--- src/hw/rtl/wcd_pkg.sv ---
package wcd_pkg;

	// Weight store geometry.
	localparam int SIZE_CLASSES = 4;
	localparam int MATRIX_DEPTH = 64;
	localparam int SC_W         = $clog2(SIZE_CLASSES);
	localparam int POS_W        = $clog2(MATRIX_DEPTH);
	localparam int MEM_DEPTH    = SIZE_CLASSES * MATRIX_DEPTH;
	localparam int ADDR_W       = $clog2(MEM_DEPTH);
	localparam int WEIGHT_W     = 8;
	localparam logic [WEIGHT_W-1:0] WEIGHT_RESET = 8'd128;

	// Payload widths.
	localparam int COEFF_W = 16;
	localparam int SCALE_W = 16;
	localparam int SHIFT_W = 5;
	localparam int WSH_W   = 3;
	localparam int RND_W   = 31;

	// Result clipping limits.
	localparam logic signed [COEFF_W-1:0] RESULT_MIN = 16'sh8000;
	localparam logic signed [COEFF_W-1:0] RESULT_MAX = 16'sh7FFF;

	// Request action codes.
	localparam logic ACT_DEQUANT = 1'b0;
	localparam logic ACT_WRITE   = 1'b1;

	// Configuration register indexes (byte address bit 2).
	localparam logic REG_ENABLE = 1'b0;
	localparam logic REG_SHIFT  = 1'b1;

	typedef struct packed {
		logic             weighted_enable;
		logic [WSH_W-1:0] weight_shift;
	} cfg_t;

	// Matrix entry picked by the downsampled coefficient position.
	function automatic logic [POS_W-1:0] weight_pos(input logic [1:0] sc,
			input logic [5:0] row, input logic [5:0] col);
		logic [POS_W-1:0] pos;
		begin
			case (sc)
				2'd0: pos = {2'b00, row[1:0], col[1:0]};
				2'd1: pos = {row[2:0], col[2:0]};
				2'd2: pos = {row[3:1], col[3:1]};
				2'd3: pos = {row[4:2], col[4:2]};
				default: pos = '0;
			endcase
			return pos;
		end
	endfunction

	// Rounding offset: half of the final shift step, zero when there is no shift.
	function automatic logic [RND_W-1:0] round_offset(input logic [SHIFT_W-1:0] sh);
		logic [RND_W-1:0] r;
		begin
			r = '0;
			if (sh != '0) begin
				r = RND_W'(1) << (sh - SHIFT_W'(1));
			end
			return r;
		end
	endfunction

endpackage

--- src/hw/rtl/wcd_cfg_regs.sv ---
module wcd_cfg_regs (
	input  logic                clk,
	input  logic                arst_n,
	input  logic                psel,
	input  logic                penable,
	input  logic                pwrite,
	input  logic [2:0]          paddr,
	input  logic [31:0]         pwdata,
	output logic [31:0]         prdata,
	output logic                pready,
	output wcd_pkg::cfg_t       cfg
);

	logic                       enable_q;
	logic [wcd_pkg::WSH_W-1:0]  wshift_q;
	logic                       wr_en;

	assign pready = 1'b1;
	assign wr_en  = psel && penable && pwrite;

	// Register writes complete in the access phase.
	always_ff @(posedge clk or negedge arst_n) begin
		if (!arst_n) begin
			enable_q <= 1'b0;
			wshift_q <= '0;
		end else if (wr_en) begin
			case (paddr[2])
				wcd_pkg::REG_ENABLE: enable_q <= pwdata[0];
				wcd_pkg::REG_SHIFT:  wshift_q <= pwdata[wcd_pkg::WSH_W-1:0];
				default: ;
			endcase
		end
	end

	// Read back.
	always_comb begin
		case (paddr[2])
			wcd_pkg::REG_ENABLE: prdata = {31'b0, enable_q};
			wcd_pkg::REG_SHIFT:  prdata = {{(32-wcd_pkg::WSH_W){1'b0}}, wshift_q};
			default:             prdata = '0;
		endcase
	end

	assign cfg.weighted_enable = enable_q;
	assign cfg.weight_shift    = wshift_q;

endmodule

--- config.mk ---
export PLATFORM = sky130hd
export DESIGN_NAME = wcd_cfg_regs
export DESIGN_NICKNAME = d
export VERILOG_FILES = /design/src/hw/rtl/wcd_pkg.sv /design/src/hw/rtl/wcd_cfg_regs.sv
export SDC_FILE = /design/constraint.sdc
export NUM_CORES = 1
export LEC_CHECK = 0
export ABC_AREA = 1
export BUFFER_PORTS_ARGS = -buffer_cell sky130_fd_sc_hd__buf_2
export CORE_MARGIN = 3
export CORE_UTILIZATION = 27
export DETAILED_ROUTE_END_ITERATION = 16
export PLACE_DENSITY = 0.9
export SYNTH_ARGS = -nofsm -noshare
export SYNTH_HDL_FRONTEND = slang
export SYNTH_SLANG_ARGS = --single-unit
--- constraint.sdc ---
create_clock -name clk -period 0.8 [get_ports clk]
set_input_delay 0.08 -clock clk [delete_from_list [all_inputs] [get_ports clk]]
set_output_delay 0.08 -clock clk [all_outputs]
set_load 0.02 [all_outputs]
==> impl_metrics.csv <==
group,metric,value,unit
synthesis,ys_warn_count,0,
global_route,grt_pass1_wl,993,µm
clock_tree,cts_tree,"done",
global_route,grt_pass1_vias,245,
sta,fin_ws,-0.1421,ns
die,ios,77,
synthesis,syn_inst,63,
global_route,gr-usage-all-layers,6.815,%
clock_tree,cts_root_buffer,"clkbuf_4",
routing,route.detailed.drc,0,
worst_setup_path,critPathArrivalTime,0.86,ns
sta,setup-tns-final,-0.6278,ns
sta,fin_skew,0,ns
worst_setup_path,cp_data_required_time,0.72,ns
synthesis,ys_types,10,
clock_tree,ctsHtreeMaxLevel,1,
sta,fin_crit_sh,117.8,%
synthesis,yosysSeqAreaShare,21.51,%
placed_design,place.gp.congestion,0.6072,
finish,layout-drive-gt1-share,26.92,%
worst_setup_path,cp-start-kind,"flip-flop",
finish,multi_input_area,211.5,µm²
synthesis,synth_async_sr_flop_share,100.0,%
die,fp.dieH,47.52,µm
placed_design,portBuffers,15,
routing,vias_per_cell,3.479,
routing,ant_nets,0,
routing,wl_per_cell,8.681,µm
run,maxCapViolCount,0,
synthesis,synth_common_cells,"31 x buf_4, 13 x nand2_1, 4 x dfrtp_1, 4 x inv_1, 4 x nand3_1",
synthesis,synth_most_common_cell,"buf_4",
finish,nFillCells,170,
finish,fin_nets,120,
synthesis,synth_seq_cells,4,
worst_setup_path,crit_fanout,3,
routing,firstDrtPassIters,2,
sta,maxSlewViolCount,0,
global_route,grt_max_degree,9,
placed_design,place_area,421.7,µm²
status,violations,"negative setup slack",
power,p_leak,0.3124,nW
synthesis,synth_top_area_share,50.00,%
routing,totalWireLength,816,µm
clock_tree,clk_pin_slew,0.04,ns
clock_tree,cts_buffers,3,
die,fp-row-count,14,
sta,fmax,1062,MHz
worst_setup_path,crit_path_end_kind,"primary output",
global_route,grt_overflow,0,
routing,first_iter_violations,3,
finish,area_growth,3.495,%
synthesis,synth_area_per_cell,7.388,µm²
sta,period_minus_slack,0.9421,ns
die,fp.dieArea,2258,µm²
power,ir_worst_vdd,425.2,µV
synthesis,synth_area,465.4,µm²
clock_tree,clock_sinks,4,
synthesis,yosys.area.top_type,"buf_4",
synthesis,ys.flop_type,"dfrtp_1",
power,cellPowerDensity,1922,nW/µm²
sta,setup_viol,7,
die,die_w,47.52,µm
finish,register_area,100.1,µm²
synthesis,synth_edf_count,0,
global_route,grt_antenna_before_repair,0,
sta,hold_viol_final,0,
routing,via_count,327,
sta,rsz0062_at_grt,"yes",
die,start_util,29.86,%
placed_design,dp_hpwl,666.1,µm
die,coreArea,1559,µm²
hold_path,hp-class,"in2reg",
synthesis,synth_area_leaders,"buf_4 50%, dfrtp_1 22%, nand2_1 10%",
finish,fin_area,481.7,µm²
clock_tree,clk_path_buf_depth,2,
clock_tree,post_cts_buffers,0,
worst_setup_path,setup.worst_path.class,"reg2out",
clock_tree,insertion_delay,0.23,ns
finish,n_antenna_cell,0,
status,status,"finished, violations left",
[cells by family (layout without fill, tap and decap cells)]
| logic type | Yosys count | in the layout | synth area share, % |
|---|---|---|---|
| flip-flops | 4 | 4 | 21.51 |
| other | 2 | 30 | 1.614 |
| AND/OR/NAND/NOR | 21 | 21 | 21.24 |
| buffers and inverters | 36 | 23 | 55.64 |
[layer usage]
metal	vias up	track usage (%)	part of all wire [%]
li1	160	-	-
met2	18	12.03	65
met3	0	3.759	9.6
met1	149	5.618	26
met5	-	0	0
met4	0	4.972	0
[layout make-up]
type / count / area share (%)
Inverter: 4 / 3.117
Sequential cell: 4 / 20.78
Timing Repair Buffer: 16 / 23.38
Tap cell: 16 / 4.156
Multi-Input combinational cell: 51 / 43.90
Clock buffer: 3 / 4.675
[metrics by stage]
stage / hold WS [ns] / setup WS, ns / power (W) / util [%] / std cells
after CTS: 0.08804 / -0.1578 / 0.0009204 / 30.34 / 94
after floorplan: -0.2156 / 0.03778 / 0.0006592 / - / 91
final: 0.08855 / -0.1421 / 0.0009258 / 30.90 / 94
after global placement: -0.1132 / 0.08580 / 0.0006230 / 27.05 / 90
after global routing: 0.09828 / -0.1850 / 0.0009951 / 30.90 / 94
after detailed placement: -0.1132 / 0.07742 / 0.0006307 / 27.05 / 90
[timing repair]
item	4_1_cts	5_1_grt
gates cloned	0	0
hold buffers	1	0
gates resized for setup	6	4
setup endpoints to repair	7	7
pin swaps	3	2
endpoints found under the hold margin	4	0
[cell usage in the layout (no fill, tap or decap)]
cell type       n
buf_2          10
buf_4           1
buf_6           4
clkbuf_4        3
conb_1         30
dfrtp_1         4
dlygate4sd3_1   1
inv_1           3
inv_2           1
nand2_1        13
nand2_2         1
nand3_1         4
nand4_1         2
nor2_4          1
[worst max-delay path, cell delays in order, from the launching register on]
cell and delay [ns]:
dfrtp_1 0.39, nand2_1 0.06, nand2_1 0.06, buf_6 0.13
[state kept, by name, summed over array words and instances (netlist names)]
register,flops
enable_q,1
wshift_q,3
[worst paths after layout]
check	depth (start not counted)	end	slack, ns	startpoint
worst max-delay path	3	prdata[0]	-0.14	enable_q$_DFFE_PN0P_
worst min-delay path	3	wshift_q[2]$_DFFE_PN0P_	0.09	pwdata[2]
worst max register to register	2	wshift_q[1]$_DFFE_PN0P_	0.18	wshift_q[1]$_DFFE_PN0P_
worst min register to register	2	wshift_q[0]$_DFFE_PN0P_	0.50	wshift_q[0]$_DFFE_PN0P_
max in group asynchronous	2	enable_q$_DFFE_PN0P_	0.48	arst_n
min in group asynchronous	2	wshift_q[1]$_DFFE_PN0P_	0.21	arst_n
[power by group]
| part | internal [W] | total (W) | leakage, nW | switching, W |
|---|---|---|---|---|
| registers | 0.000242 | 0.000272 | 0.0503 | 0.0000302 |
| logic | 0.000123 | 0.000411 | 0.248 | 0.000288 |
| clock network | 0.000167 | 0.000243 | 0.0138 | 0.0000755 |
| total | 0.000533 | 0.000926 | 0.312 | 0.000393 |
Power figures use the tool's default switching activity.
