File: src/hw/rtl/wcd_pkg.sv
package wcd_pkg;

	// Weight store geometry.
	localparam int SIZE_CLASSES = 4;
	localparam int MATRIX_DEPTH = 64;
	localparam int SC_W         = $clog2(SIZE_CLASSES);
	localparam int POS_W        = $clog2(MATRIX_DEPTH);
	localparam int MEM_DEPTH    = SIZE_CLASSES * MATRIX_DEPTH;
	localparam int ADDR_W       = $clog2(MEM_DEPTH);
	localparam int WEIGHT_W     = 8;
	localparam logic [WEIGHT_W-1:0] WEIGHT_RESET = 8'd128;

	// Payload widths.
	localparam int COEFF_W = 16;
	localparam int SCALE_W = 16;
	localparam int SHIFT_W = 5;
	localparam int WSH_W   = 3;
	localparam int RND_W   = 31;

	// Result clipping limits.
	localparam logic signed [COEFF_W-1:0] RESULT_MIN = 16'sh8000;
	localparam logic signed [COEFF_W-1:0] RESULT_MAX = 16'sh7FFF;

	// Request action codes.
	localparam logic ACT_DEQUANT = 1'b0;
	localparam logic ACT_WRITE   = 1'b1;

	// Configuration register indexes (byte address bit 2).
	localparam logic REG_ENABLE = 1'b0;
	localparam logic REG_SHIFT  = 1'b1;

	typedef struct packed {
		logic             weighted_enable;
		logic [WSH_W-1:0] weight_shift;
	} cfg_t;

	// Matrix entry picked by the downsampled coefficient position.
	function automatic logic [POS_W-1:0] weight_pos(input logic [1:0] sc,
			input logic [5:0] row, input logic [5:0] col);
		logic [POS_W-1:0] pos;
		begin
			case (sc)
				2'd0: pos = {2'b00, row[1:0], col[1:0]};
				2'd1: pos = {row[2:0], col[2:0]};
				2'd2: pos = {row[3:1], col[3:1]};
				2'd3: pos = {row[4:2], col[4:2]};
				default: pos = '0;
			endcase
			return pos;
		end
	endfunction

	// Rounding offset: half of the final shift step, zero when there is no shift.
	function automatic logic [RND_W-1:0] round_offset(input logic [SHIFT_W-1:0] sh);
		logic [RND_W-1:0] r;
		begin
			r = '0;
			if (sh != '0) begin
				r = RND_W'(1) << (sh - SHIFT_W'(1));
			end
			return r;
		end
	endfunction

endpackage

File: src/hw/rtl/wcd_weight_mem.sv
module wcd_weight_mem (
	input  logic                         clk,
	input  logic                         arst_n,
	input  logic                         wr_en,
	input  logic [wcd_pkg::ADDR_W-1:0]   wr_addr,
	input  logic [wcd_pkg::WEIGHT_W-1:0] wr_data,
	input  logic                         rd_en,
	input  logic [wcd_pkg::ADDR_W-1:0]   rd_addr,
	output logic [wcd_pkg::WEIGHT_W-1:0] rd_weight
);

	logic [wcd_pkg::WEIGHT_W-1:0] mem [wcd_pkg::MEM_DEPTH];
	logic [wcd_pkg::MEM_DEPTH-1:0] valid_q;
	logic [wcd_pkg::WEIGHT_W-1:0] rdata_q;
	logic                         rvalid_q;

	// Storage array with a registered read port.
	always_ff @(posedge clk) begin
		if (wr_en) begin
			mem[wr_addr] <= wr_data;
		end
		if (rd_en) begin
			rdata_q <= mem[rd_addr];
		end
	end

	// Per-entry written flags; an unwritten entry reads as the flat weight.
	always_ff @(posedge clk or negedge arst_n) begin
		if (!arst_n) begin
			valid_q  <= '0;
			rvalid_q <= 1'b0;
		end else begin
			if (wr_en) begin
				valid_q[wr_addr] <= 1'b1;
			end
			if (rd_en) begin
				rvalid_q <= valid_q[rd_addr];
			end
		end
	end

	assign rd_weight = rvalid_q ? rdata_q : wcd_pkg::WEIGHT_RESET;

endmodule

File: config.mk
export PLATFORM = sky130hd
export DESIGN_NAME = wcd_weight_mem
export DESIGN_NICKNAME = d
export VERILOG_FILES = /design/src/hw/rtl/wcd_pkg.sv /design/src/hw/rtl/wcd_weight_mem.sv
export SDC_FILE = /design/constraint.sdc
export NUM_CORES = 2
export LEC_CHECK = 0
export BUFFER_PORTS_ARGS = -buffer_cell sky130_fd_sc_hd__buf_4
export CAP_MARGIN = 40
export CELL_PAD_IN_SITES_DETAIL_PLACEMENT = 1
export CELL_PAD_IN_SITES_GLOBAL_PLACEMENT = 2
export CORE_MARGIN = 2
export CORE_UTILIZATION = 30
export DETAILED_ROUTE_END_ITERATION = 10
export MAX_ROUTING_LAYER = met4
export PLACE_DENSITY = 0.54
export SYNTH_ARGS = -nofsm -noshare
export SYNTH_HDL_FRONTEND = slang
export SYNTH_SLANG_ARGS = --single-unit
export TNS_END_PERCENT = 50
File: constraint.sdc
create_clock -name clk -period 6.3 [get_ports clk]
set_input_delay 0.63 -clock clk [delete_from_list [all_inputs] [get_ports clk]]
set_output_delay 0.63 -clock clk [all_outputs]
set_load 0.05 [all_outputs]
==> flow_metrics.env <==
export IMPL_htreeDepth=5
export IMPL_ioPinCount=36
export IMPL_io_buffers=35
export IMPL_drtAntennaViolNets=0
export IMPL_hpwlAfterDp_um=171000
export IMPL_crit_path_top_delay_cell="mux4_2"
export IMPL_die_w_um=548
export IMPL_status="complete, no violations"
export IMPL_synthSimpleGateAreaFrac_pct=3.90
export IMPL_synth_fa_ha_area_share_pct=0
export IMPL_synth_nets=4314
export IMPL_clock_sinks=2313
export IMPL_hold_path_endpoint="rdata_q[6]"
export IMPL_yosysSeqAreaShare_pct=76.9
export IMPL_synth_warnings=0
export IMPL_post_cts_resized=0
export IMPL_rrSetupSlack_ns=3.14
export IMPL_syn_inst=4286
export IMPL_avgViaCountPerCell=5.04
export IMPL_area_growth_pct=18.6
export IMPL_n_fill_cell=28700
export IMPL_fin_crit_sh_pct=64.8
export IMPL_power_leakage_nw=35.1
export IMPL_hold_path_depth=1
export IMPL_path_class="in2reg"
export IMPL_gp_congestion=0.783
export IMPL_die_area_sq_um=300000
export IMPL_ir_drop_v=0.000185
export IMPL_synth_area_sq_um=88700
export IMPL_muxShareOfSynthArea_pct=14.7
export IMPL_numCtsBuffers=271
export IMPL_internal_power_mw=26.4
export IMPL_crit_top_cell="buf_4"
export IMPL_cp_required_ns=6.89
export IMPL_grt_total_usage_pct=18.4
export IMPL_rsz0062_at_grt="false"
export IMPL_synth_compound_area_share_pct=3.33
export IMPL_combPwrFrac_pct=5.4
export IMPL_grt_pass1_vias=47900
export IMPL_hp_class="in2reg"
export IMPL_antenna_found_initial=9
export IMPL_dr_pass1_iters=5
export IMPL_cts_buffer_depth=4
export IMPL_wl_um=270000
export IMPL_wl_per_cell_um=30.4
export IMPL_slew_headroom_pct=14.4
export IMPL_worst_clock_skew_ns=0.0515
export IMPL_layout_nets=4784
export IMPL_r2r_end="rdata_q[2]"
export IMPL_timing_fmax_mhz=245
export IMPL_drive_above_1_share_pct=33.9
export IMPL_clk_latency_ns=0.86
export IMPL_p_sw_mw=7.54
export IMPL_critPathTopFamily="buffers and inverters"
export IMPL_ys_ff_latch=2313
export IMPL_synthDistinctLibCells=36
export IMPL_powerDensity_nw_per_um2=323
export IMPL_remaining_drc_errors=0
export IMPL_p_clk_share_pct=44.7
export IMPL_initial_utilization_pct=30.2
export IMPL_die_h_um=548
export IMPL_cp_startpoint="rd_addr[0]"
export IMPL_synth_top_family_by_area="multiplexers"
export IMPL_r2r_start="mem[67][2]"
export IMPL_fin_crit_ns=4.08
export IMPL_tns_ns=0
export IMPL_worst_path_buf_inv=3
export IMPL_sequentialPowerShare_pct=49.9
export IMPL_drt_iter0_drc=4154
export IMPL_synth_avg_cell_area_sq_um=20.7
export IMPL_drv_slew=0
export IMPL_crit_chain="buf_8 -> buf_4 -> buf_4 -> mux4_2 -> a22oi_1 -> a21oi_1 -> nor4_1 -> o22ai_1 -> or2_2"
export IMPL_setup_viol_count_final=0
export IMPL_grt_max_degree=193
export IMPL_yosys_area_share_xor_xnor_pct=0
export IMPL_cp_slowest_stage_delay_ns=0.62
export IMPL_grt_overflow=0
export IMPL_arrival_ns=4.67
export IMPL_r2r_cells=6
export IMPL_root_buffer="clkbuf_16"
export IMPL_sw_frac_of_total_pct=22.2
export IMPL_vias=44800
export IMPL_tightest_slew_ns=1.28
export IMPL_core_sq_um=294000
export IMPL_startpoint_type="input pin"
export IMPL_hold_viol_final=0
export IMPL_grt_pass1_wl_um=383000
export IMPL_endpoint_kind="flip-flop"
export IMPL_clk_pin_slew_ns=0.06
export IMPL_hp_start="rd_en"
export IMPL_fp_row_count=199
export IMPL_drv_cap=0
export IMPL_crit_fanout=41
export IMPL_fin_util_pct=35.8
export IMPL_cts_tree="built"
## power groups by stage
stage / sequential [mW] / clock, mW / combinational [mW]
floorplan: 17.2 / 0 / 0.928
finish: 17.0 / 15.2 / 1.83
global route: 17.0 / 16.1 / 1.96
CTS: 17.0 / 15.6 / 1.89
detailed placement: 17.3 / 0 / 1.89
global placement: 17.3 / 0 / 1.84
## registers in the layout, summed over array words and instances (netlist names)
register  cells
valid_q     256
mem        2048
rdata_q       8
rvalid_q      1
## layout make-up
type                    count  area, sq um  share of cell area (%)
diodes                      4         10.0                 0.00951
clock buffers             375         7620                    7.25
clock inverters           107          860                   0.817
inverters                   5         18.8                  0.0178
multi-input cells        1715        19500                    18.6
flip-flops and latches   2313        68200                    64.8
well taps                3919         4900                    4.66
repair buffers            450         4100                    3.89
## routing by layer
metal	vias up	track usage [%]	share of wire [%]
li1	18600	-	-
met1	24900	24.9	45
met2	1003	29.5	49
met3	342	2.31	4.0
met4	0	4.80	2.6
met5	-	-	0
## placed cells by master (no fill, tap or decap), types with 28 or more instances in the layout
master	count
mux4_2	565
edfxtp_1	2056
clkbuf_1	69
buf_4	362
buf_12	36
clkinv_1	31
or2_2	266
clkbuf_16	280
nand2_1	31
clkinv_2	50
nor4_1	33
nor2_1	263
mux2i_1	28
dfrtp_1	257
a21oi_1	134
a22oi_1	258
## what timing repair did
item,CTS,global route
hold buffers,1,0
hold endpoints to repair,96,0
setup buffers,0,0
## per-stage QoR
stage	setup WS (ns)	total power [mW]	area (sq um)	instances	hold slack, ns
floorplan	3.17	18.2	88700	4286	0.334
global placement	0.856	19.1	94600	8151	0.445
detailed placement	1.24	19.2	96700	8401	0.448
CTS	2.15	34.4	105000	8884	0.151
global route	2.05	35.0	105000	8885	0.164
finish	2.22	34.0	105000	8888	0.207
## cell families (layout without fill, tap and decap cells)
| group | Yosys count | in the layout |
|---|---|---|
| buf+inv | 258 | 937 |
| compound gates | 439 | 439 |
| other cells | 0 | 4 |
| mux | 596 | 596 |
| simple gates | 680 | 680 |
| flops | 2313 | 2313 |
## how the worst max path moves through the flow
stage,to,depth (start not counted)
after floorplan,rdata_q[4],10
after global placement,rdata_q[6],9
after detailed placement,rdata_q[2],9
after CTS,rdata_q[2],9
after global routing,rdata_q[2],9
final,rdata_q[2],9
## synth_stat cells, drive strengths merged
master,count,share of area (%)
a2111oi,5,0.049
a211o,1,0.0099
a211oi,4,0.034
a21oi,134,0.76
a22o,2,0.020
a22oi,258,2.2
a31oi,2,0.014
and2,8,0.056
and3,1,0.0071
buf,107,0.57
clkbuf,146,0.62
clkinv,1,0.0042
dfrtp,257,7.3
edfxtp,2056,70
inv,4,0.017
mux2,3,0.038
mux2i,28,0.32
mux4,565,14
nand2,33,0.14
nand2b,5,0.035
nand3,32,0.18
nand3b,1,0.0085
nand4,12,0.085
nand4b,1,0.0099
nor2,266,1.1
nor2b,14,0.099
nor3,7,0.039
nor4,34,0.24
o211ai,1,0.0085
o221ai,10,0.099
o22ai,21,0.15
o31ai,1,0.0085
or2,266,1.9
(Power assumes the default switching activity.)
