===== src/hw/rtl/wcd_pkg.sv =====
package wcd_pkg;

	// Weight store geometry.
	localparam int SIZE_CLASSES = 4;
	localparam int MATRIX_DEPTH = 64;
	localparam int SC_W         = $clog2(SIZE_CLASSES);
	localparam int POS_W        = $clog2(MATRIX_DEPTH);
	localparam int MEM_DEPTH    = SIZE_CLASSES * MATRIX_DEPTH;
	localparam int ADDR_W       = $clog2(MEM_DEPTH);
	localparam int WEIGHT_W     = 8;
	localparam logic [WEIGHT_W-1:0] WEIGHT_RESET = 8'd128;

	// Payload widths.
	localparam int COEFF_W = 16;
	localparam int SCALE_W = 16;
	localparam int SHIFT_W = 5;
	localparam int WSH_W   = 3;
	localparam int RND_W   = 31;

	// Result clipping limits.
	localparam logic signed [COEFF_W-1:0] RESULT_MIN = 16'sh8000;
	localparam logic signed [COEFF_W-1:0] RESULT_MAX = 16'sh7FFF;

	// Request action codes.
	localparam logic ACT_DEQUANT = 1'b0;
	localparam logic ACT_WRITE   = 1'b1;

	// Configuration register indexes (byte address bit 2).
	localparam logic REG_ENABLE = 1'b0;
	localparam logic REG_SHIFT  = 1'b1;

	typedef struct packed {
		logic             weighted_enable;
		logic [WSH_W-1:0] weight_shift;
	} cfg_t;

	// Matrix entry picked by the downsampled coefficient position.
	function automatic logic [POS_W-1:0] weight_pos(input logic [1:0] sc,
			input logic [5:0] row, input logic [5:0] col);
		logic [POS_W-1:0] pos;
		begin
			case (sc)
				2'd0: pos = {2'b00, row[1:0], col[1:0]};
				2'd1: pos = {row[2:0], col[2:0]};
				2'd2: pos = {row[3:1], col[3:1]};
				2'd3: pos = {row[4:2], col[4:2]};
				default: pos = '0;
			endcase
			return pos;
		end
	endfunction

	// Rounding offset: half of the final shift step, zero when there is no shift.
	function automatic logic [RND_W-1:0] round_offset(input logic [SHIFT_W-1:0] sh);
		logic [RND_W-1:0] r;
		begin
			r = '0;
			if (sh != '0) begin
				r = RND_W'(1) << (sh - SHIFT_W'(1));
			end
			return r;
		end
	endfunction

endpackage


===== src/hw/rtl/wcd_datapath.sv =====
module wcd_datapath (
	input  logic                                clk,
	input  logic                                arst_n,
	input  logic                                load,
	input  logic signed [wcd_pkg::COEFF_W-1:0]  coeff,
	input  logic [wcd_pkg::SCALE_W-1:0]         scale,
	input  logic [wcd_pkg::SHIFT_W-1:0]         shift,
	input  wcd_pkg::cfg_t                       cfg,
	input  logic [wcd_pkg::WEIGHT_W-1:0]        weight,
	output logic                                ready,
	output logic                                out_valid,
	input  logic                                out_stall,
	output logic signed [wcd_pkg::COEFF_W-1:0]  result_coeff
);

	localparam int P1_W  = 33;
	localparam int T_W   = 25;
	localparam int P2_W  = 42;
	localparam int SUM_W = 39;

	// Stage 1: request fields, weight arrives from the memory.
	logic                               v_s1;
	logic signed [wcd_pkg::COEFF_W-1:0] coeff_s1;
	logic [wcd_pkg::SCALE_W-1:0]        scale_s1;
	logic [wcd_pkg::SHIFT_W-1:0]        shift_s1;
	logic                               weighted_s1;
	logic [wcd_pkg::WSH_W-1:0]          wshift_s1;
	// Stage 2: first product.
	logic                               v_s2;
	logic signed [P1_W-1:0]             p1_s2;
	logic [wcd_pkg::SCALE_W-1:0]        scale_s2;
	logic [wcd_pkg::SHIFT_W-1:0]        shift_s2;
	logic                               weighted_s2;
	logic [wcd_pkg::WSH_W-1:0]          wshift_s2;
	// Stage 3: second product, scaled by 16.
	logic                               v_s3;
	logic signed [P2_W-1:0]             p2_s3;
	logic [wcd_pkg::SHIFT_W-1:0]        shift_s3;
	// Stage 4: rounded sum.
	logic                               v_s4;
	logic signed [SUM_W-1:0]            sum_s4;
	logic [wcd_pkg::SHIFT_W-1:0]        shift_s4;
	// Output register.
	logic                               out_valid_q;
	logic signed [wcd_pkg::COEFF_W-1:0] result_q;

	logic rdy_out, rdy4, rdy3, rdy2, rdy1;
	logic signed [16:0]        mul_b;
	logic signed [P1_W-1:0]    p1_d;
	logic signed [P1_W-1:0]    t_d;
	logic signed [P2_W-1:0]    p2_d;
	logic signed [SUM_W-1:0]   sum_d;
	logic signed [SUM_W-1:0]   shifted_d;
	logic signed [wcd_pkg::COEFF_W-1:0] clip_d;

	// A stage takes new data when it is empty or its successor moves.
	assign rdy_out = !out_valid_q || !out_stall;
	assign rdy4    = !v_s4 || rdy_out;
	assign rdy3    = !v_s3 || rdy4;
	assign rdy2    = !v_s2 || rdy3;
	assign rdy1    = !v_s1 || rdy2;
	assign ready   = rdy1;

	// First multiply: coefficient by weight, or by scale without weighting.
	always_comb begin
		mul_b = weighted_s1 ? signed'({9'b0, weight}) : signed'({1'b0, scale_s1});
		p1_d  = P1_W'(coeff_s1) * P1_W'(mul_b);
	end

	// Second multiply by scale; the plain path is pre-scaled so the shift by four undoes it.
	always_comb begin
		t_d = p1_s2 >>> wshift_s2;
		if (weighted_s2) begin
			p2_d = P2_W'(signed'(t_d[T_W-1:0])) * P2_W'(signed'({1'b0, scale_s2}));
		end else begin
			p2_d = {{(P2_W-P1_W-4){p1_s2[P1_W-1]}}, p1_s2, 4'b0000};
		end
	end

	// Drop the four fraction bits and add the rounding offset.
	always_comb begin
		sum_d = signed'({p2_s3[P2_W-1], p2_s3[P2_W-1:4]})
			+ signed'({{(SUM_W-wcd_pkg::RND_W){1'b0}}, wcd_pkg::round_offset(shift_s3)});
	end

	// Final arithmetic shift and clip to signed 16 bits.
	always_comb begin
		shifted_d = sum_s4 >>> shift_s4;
		if (shifted_d > SUM_W'(wcd_pkg::RESULT_MAX)) begin
			clip_d = wcd_pkg::RESULT_MAX;
		end else if (shifted_d < SUM_W'(wcd_pkg::RESULT_MIN)) begin
			clip_d = wcd_pkg::RESULT_MIN;
		end else begin
			clip_d = shifted_d[wcd_pkg::COEFF_W-1:0];
		end
	end

	// Stage valid flags.
	always_ff @(posedge clk or negedge arst_n) begin
		if (!arst_n) begin
			v_s1        <= 1'b0;
			v_s2        <= 1'b0;
			v_s3        <= 1'b0;
			v_s4        <= 1'b0;
			out_valid_q <= 1'b0;
		end else begin
			if (rdy1)    v_s1        <= load;
			if (rdy2)    v_s2        <= v_s1;
			if (rdy3)    v_s3        <= v_s2;
			if (rdy4)    v_s4        <= v_s3;
			if (rdy_out) out_valid_q <= v_s4;
		end
	end

	// Stage payloads.
	always_ff @(posedge clk) begin
		if (rdy1 && load) begin
			coeff_s1    <= coeff;
			scale_s1    <= scale;
			shift_s1    <= shift;
			weighted_s1 <= cfg.weighted_enable;
			wshift_s1   <= cfg.weight_shift;
		end
		if (rdy2 && v_s1) begin
			p1_s2       <= p1_d;
			scale_s2    <= scale_s1;
			shift_s2    <= shift_s1;
			weighted_s2 <= weighted_s1;
			wshift_s2   <= wshift_s1;
		end
		if (rdy3 && v_s2) begin
			p2_s3    <= p2_d;
			shift_s3 <= shift_s2;
		end
		if (rdy4 && v_s3) begin
			sum_s4   <= sum_d;
			shift_s4 <= shift_s3;
		end
		if (rdy_out && v_s4) begin
			result_q <= clip_d;
		end
	end

	assign out_valid    = out_valid_q;
	assign result_coeff = result_q;

endmodule


===== config.mk =====
export PLATFORM = sky130hd
export DESIGN_NAME = wcd_datapath
export DESIGN_NICKNAME = d
export VERILOG_FILES = /design/src/hw/rtl/wcd_pkg.sv /design/src/hw/rtl/wcd_datapath.sv
export SDC_FILE = /design/constraint.sdc
export NUM_CORES = 2
export LEC_CHECK = 0
export BUFFER_PORTS_ARGS = -buffer_cell sky130_fd_sc_hd__buf_2
export CAP_MARGIN = 40
export CORE_ASPECT_RATIO = 1.2
export CORE_MARGIN = 2
export CORE_UTILIZATION = 45
export CTS_BUF_LIST = sky130_fd_sc_hd__clkbuf_8 sky130_fd_sc_hd__clkbuf_16
export DETAILED_ROUTE_END_ITERATION = 8
export PLACE_DENSITY_LB_ADDON = 0.08
export SETUP_SLACK_MARGIN = 0.05
export SKIP_CTS_REPAIR_TIMING = 1
export SYNTH_ARGS = -nofsm -noshare
export SYNTH_HDL_FRONTEND = slang
export SYNTH_SLANG_ARGS = --single-unit

===== constraint.sdc =====
create_clock -name clk -period 7.6 [get_ports clk]
set_input_delay 0.38 -clock clk [delete_from_list [all_inputs] [get_ports clk]]
set_output_delay 0.38 -clock clk [all_outputs]
set_load 0.05 [all_outputs]

==> summary.txt <==
Global route
  • Initial antenna violation count: 0
  • GRT overflow: 0
  • Number of global-route vias before repair: between 20000 and 30000
  • Tot GR Track Use: a little under a quarter
  • Largest net degree at the start of global routing: 59
  • Global-route wire length before repair: ~150 mm

Synth
  • Seq/Total Area, Yosys: between 15 and 20%
  • Mapped Nets: roughly 4600
  • Gate Count Post-Synth: about 3800
  • Mean Syn Cell Area: ~9.5 um2
  • Synth Flop Type: edfxtp_1
  • Post-synth EDFFs: slightly above 200
  • Area leader, netlist: fa_1
  • Seq cells post-synth: a little over 200
  • Synth cell types: 79
  • Syn Std Cell Area: about 0.036 mm2
  • Async S/R FF share, synth: under 10%
  • Top cell type's share of synthesized area: between 30% and 40%
  • Synthesis warning total: 0
  • Ranking of synthesized cells by area: fa_1, edfxtp_1, ha_1

Placement
  • Placed cell areas: between 0.03 and 0.04 mm2
  • HPWL after DPL: ~76 mm
  • Placed cell count: around 4900
  • Gpl congestion: 0.882
  • Number of port buffers: 70
  • DP Worst Slack: -0.100 ns

Status
  • Status: complete, no violations

Drt
  • DR vias: between 20000 and 30000
  • WL met1: 40.7 mm
  • Antenna viol nets, final: 0
  • DRT Pass-1 Iters: 7
  • Metal3 WL: roughly 2.6 mm
  • Final wirelength: between 90 and 100 mm
  • DR WL/cell: about 19 um
  • Routed wl met2: between 40 and 50 mm
  • Vias/cell: between 5 and 6
  • Post-route DRC: 0
  • DR top layer: met4
  • Iter 0 DRT Violations: 1300

Critical path
  • CP bufs+invs: 9
  • WS Path Type: flip-flop to flip-flop
  • Kind of end point of the critical path: flip-flop
  • Crit-path most repeated cell: fa_1
  • Biggest cell delay along the critical path: approximately 0.60 ns
  • CP startpoint kind: flip-flop
  • Worst path required time: between 8 and 9 ns
  • R2r setup slk: ~0.19 ns
  • CP Max Fanout: 8
  • Cell family with most CP delay: adder cells
  • Worst path arrival time: between 7 and 8 ns
  • CP max-delay cell: fa_1

Clocking
  • TritonCTS clock tree: built
  • H-tree levels: 1
  • CTS Buf Count: 26
  • Clk buf depth: 3
  • TritonCTS Sinks: just over 200
  • Clock latency on the worst-skew pair: 0.56 ns
  • Clock root buffer: clkbuf_16
  • Clk pin slew, worst setup/hold paths: approximately 0.060 ns

Layout
  • Register area: just over 0.006 mm2
  • Area of the multi-input gates: roughly 0.026 mm2
  • Finished Layout Cells: a little under 5000
  • Fill count: ~7500
  • Final net count: approximately 4800
  • Area growth syn-to-layout: 12.1%
  • Design Area, Final: roughly 0.040 mm2
  • Diodes inserted: 0
  • Share of layout cells above drive strength 1: about an eighth

STA
  • Worst slew pin tran: ~0.88 ns
  • Worst rel slew slack: 41.1%
  • Final Hold Viols: 0
  • Fin crit period: 7.41 ns
  • # setup viols final: 0
  • RSZ-0062 raised after global routing: true
  • Max Clk Rate: 135 MHz
  • Tcrit/Tclk final: 97.6%
  • Slew Limit Fails: 0
  • Fin worst setup slack: 0.186 ns
  • Clock skew: between 0.015 and 0.02 ns

Worst hold path
  • Min-Delay Path Class: input pin to flip-flop

Floorplan
  • Die Height: 312 um
  • Ports: 71
  • Initial core utilization: 45.2%
  • Core area: a little under 0.08 mm2
  • Site row count: between 100 and 150
  • Die W: ~260 um
  • Die Area: around 0.081 mm2

Job
  • # Max-Cap Violations: 0
worst paths after layout:
kind / endpoint / start / depth (start not counted)
setup / recovery: p2_s3[41] / wshift_s2[1] / 31
hold / removal: shift_s1[1] / shift[1] / 1
setup reg to reg: p2_s3[41] / wshift_s2[1] / 31
hold reg to reg: shift_s3[0] / shift_s2[0] / 0
max in group asynchronous: v_s2 / arst_n / 2
min in group asynchronous: v_s4 / arst_n / 2
flip-flops by register name (all words and copies together), names as in the netlist, 3 cells and up:
| name | count |
|---|---|
| shift_s4 | 5 |
| p2_s3 | 38 |
| coeff_s1 | 16 |
| p1_s2 | 33 |
| sum_s4 | 39 |
| shift_s1 | 5 |
| shift_s2 | 5 |
| wshift_s1 | 3 |
| shift_s3 | 5 |
| wshift_s2 | 3 |
| result_coeff | 16 |
| scale_s1 | 16 |
| scale_s2 | 16 |
worst reg2reg max path: cells and delay by family, from the launching register on:
| kind | cells | cell delay [ns] |
|---|---|---|
| flip-flops | 1 | 0.43 |
| AO/OA/AOI/OAI | 6 | 0.96 |
| adder cells (fa/ha/maj) | 7 | 3.44 |
| buffers and inverters | 9 | 1.18 |
| multiplexers | 2 | 0.61 |
| AND/OR/NAND/NOR | 7 | 0.67 |
cells in the mapped netlist, types with 12 or more instances:
cell,n
inv_1,745
fa_1,585
nand2_1,507
ha_1,255
and2_1,246
edfxtp_1,202
nor2_1,135
clkbuf_1,131
a21oi_1,123
o21ai_0,88
mux2_2,83
mux2i_1,65
xnor2_1,63
a21o_1,45
nor2b_1,44
nand2b_1,33
nand3_1,33
xor2_1,32
a211oi_1,27
mux4_2,25
nor3_1,24
or2_2,18
o21a_1,17
o211ai_1,15
a31oi_1,12
and3_1,12
buf_2,12
or3_1,12
cell usage in the layout, fill, tap and decap left out, drive strengths merged, types with 29 or more instances in the layout:
cell / instances
ha: 255
nand2b: 33
clkbuf: 29
o21ai: 100
fa: 585
a21o: 45
buf: 254
xor2: 32
xnor2: 63
mux2i: 65
mux2: 83
inv: 746
edfxtp: 202
mux4: 30
a21oi: 123
nand3: 33
nor2: 135
nand2: 507
nor2b: 44
dlygate4sd3: 36
and2: 246
routing by layer:
layer,track usage [%],vias to the layer above
met5,0,-
met4,5.03,0
met3,1.49,108
met2,43.1,444
met1,30.9,13300
li1,-,12200
metrics by stage:
step	util [%]	hold slack (ns)	TNS, ns
global placement	48.1	0.197	-0.0832
global route	50.7	0.000177	-0.0700
finish	50.7	0.0195	0
detailed placement	48.3	0.200	-0.268
floorplan	-	0.0844	0
CTS	49.4	-0.406	-0.550
cell type report:
type	instances	share of cell area (%)
Clock inverter	22	0.624
Tap cell	1035	3.24
Timing Repair Buffer	293	6.10
Sequential cell	207	15.5
Inverter	750	7.05
Clock buffer	26	1.63
Multi-Input combinational cell	2634	65.8
kinds of logic (layout without fill, tap and decap cells):
family	Yosys count	count (layout)	synth area share, %
and+or+nand+nor	1101	1101	14.8
buffers and inverters	909	1091	9.76
adders and majority gates	840	840	41.9
AOI/OAI and AO/OA	420	420	7.51
DFF	207	207	17.4
muxes	178	178	6.40
xor gates and xnor gates	95	95	2.34
Power is left out: the tool's default activity adds up to more than one toggle a clock period on the data nets, which glitch-free logic cannot reach.
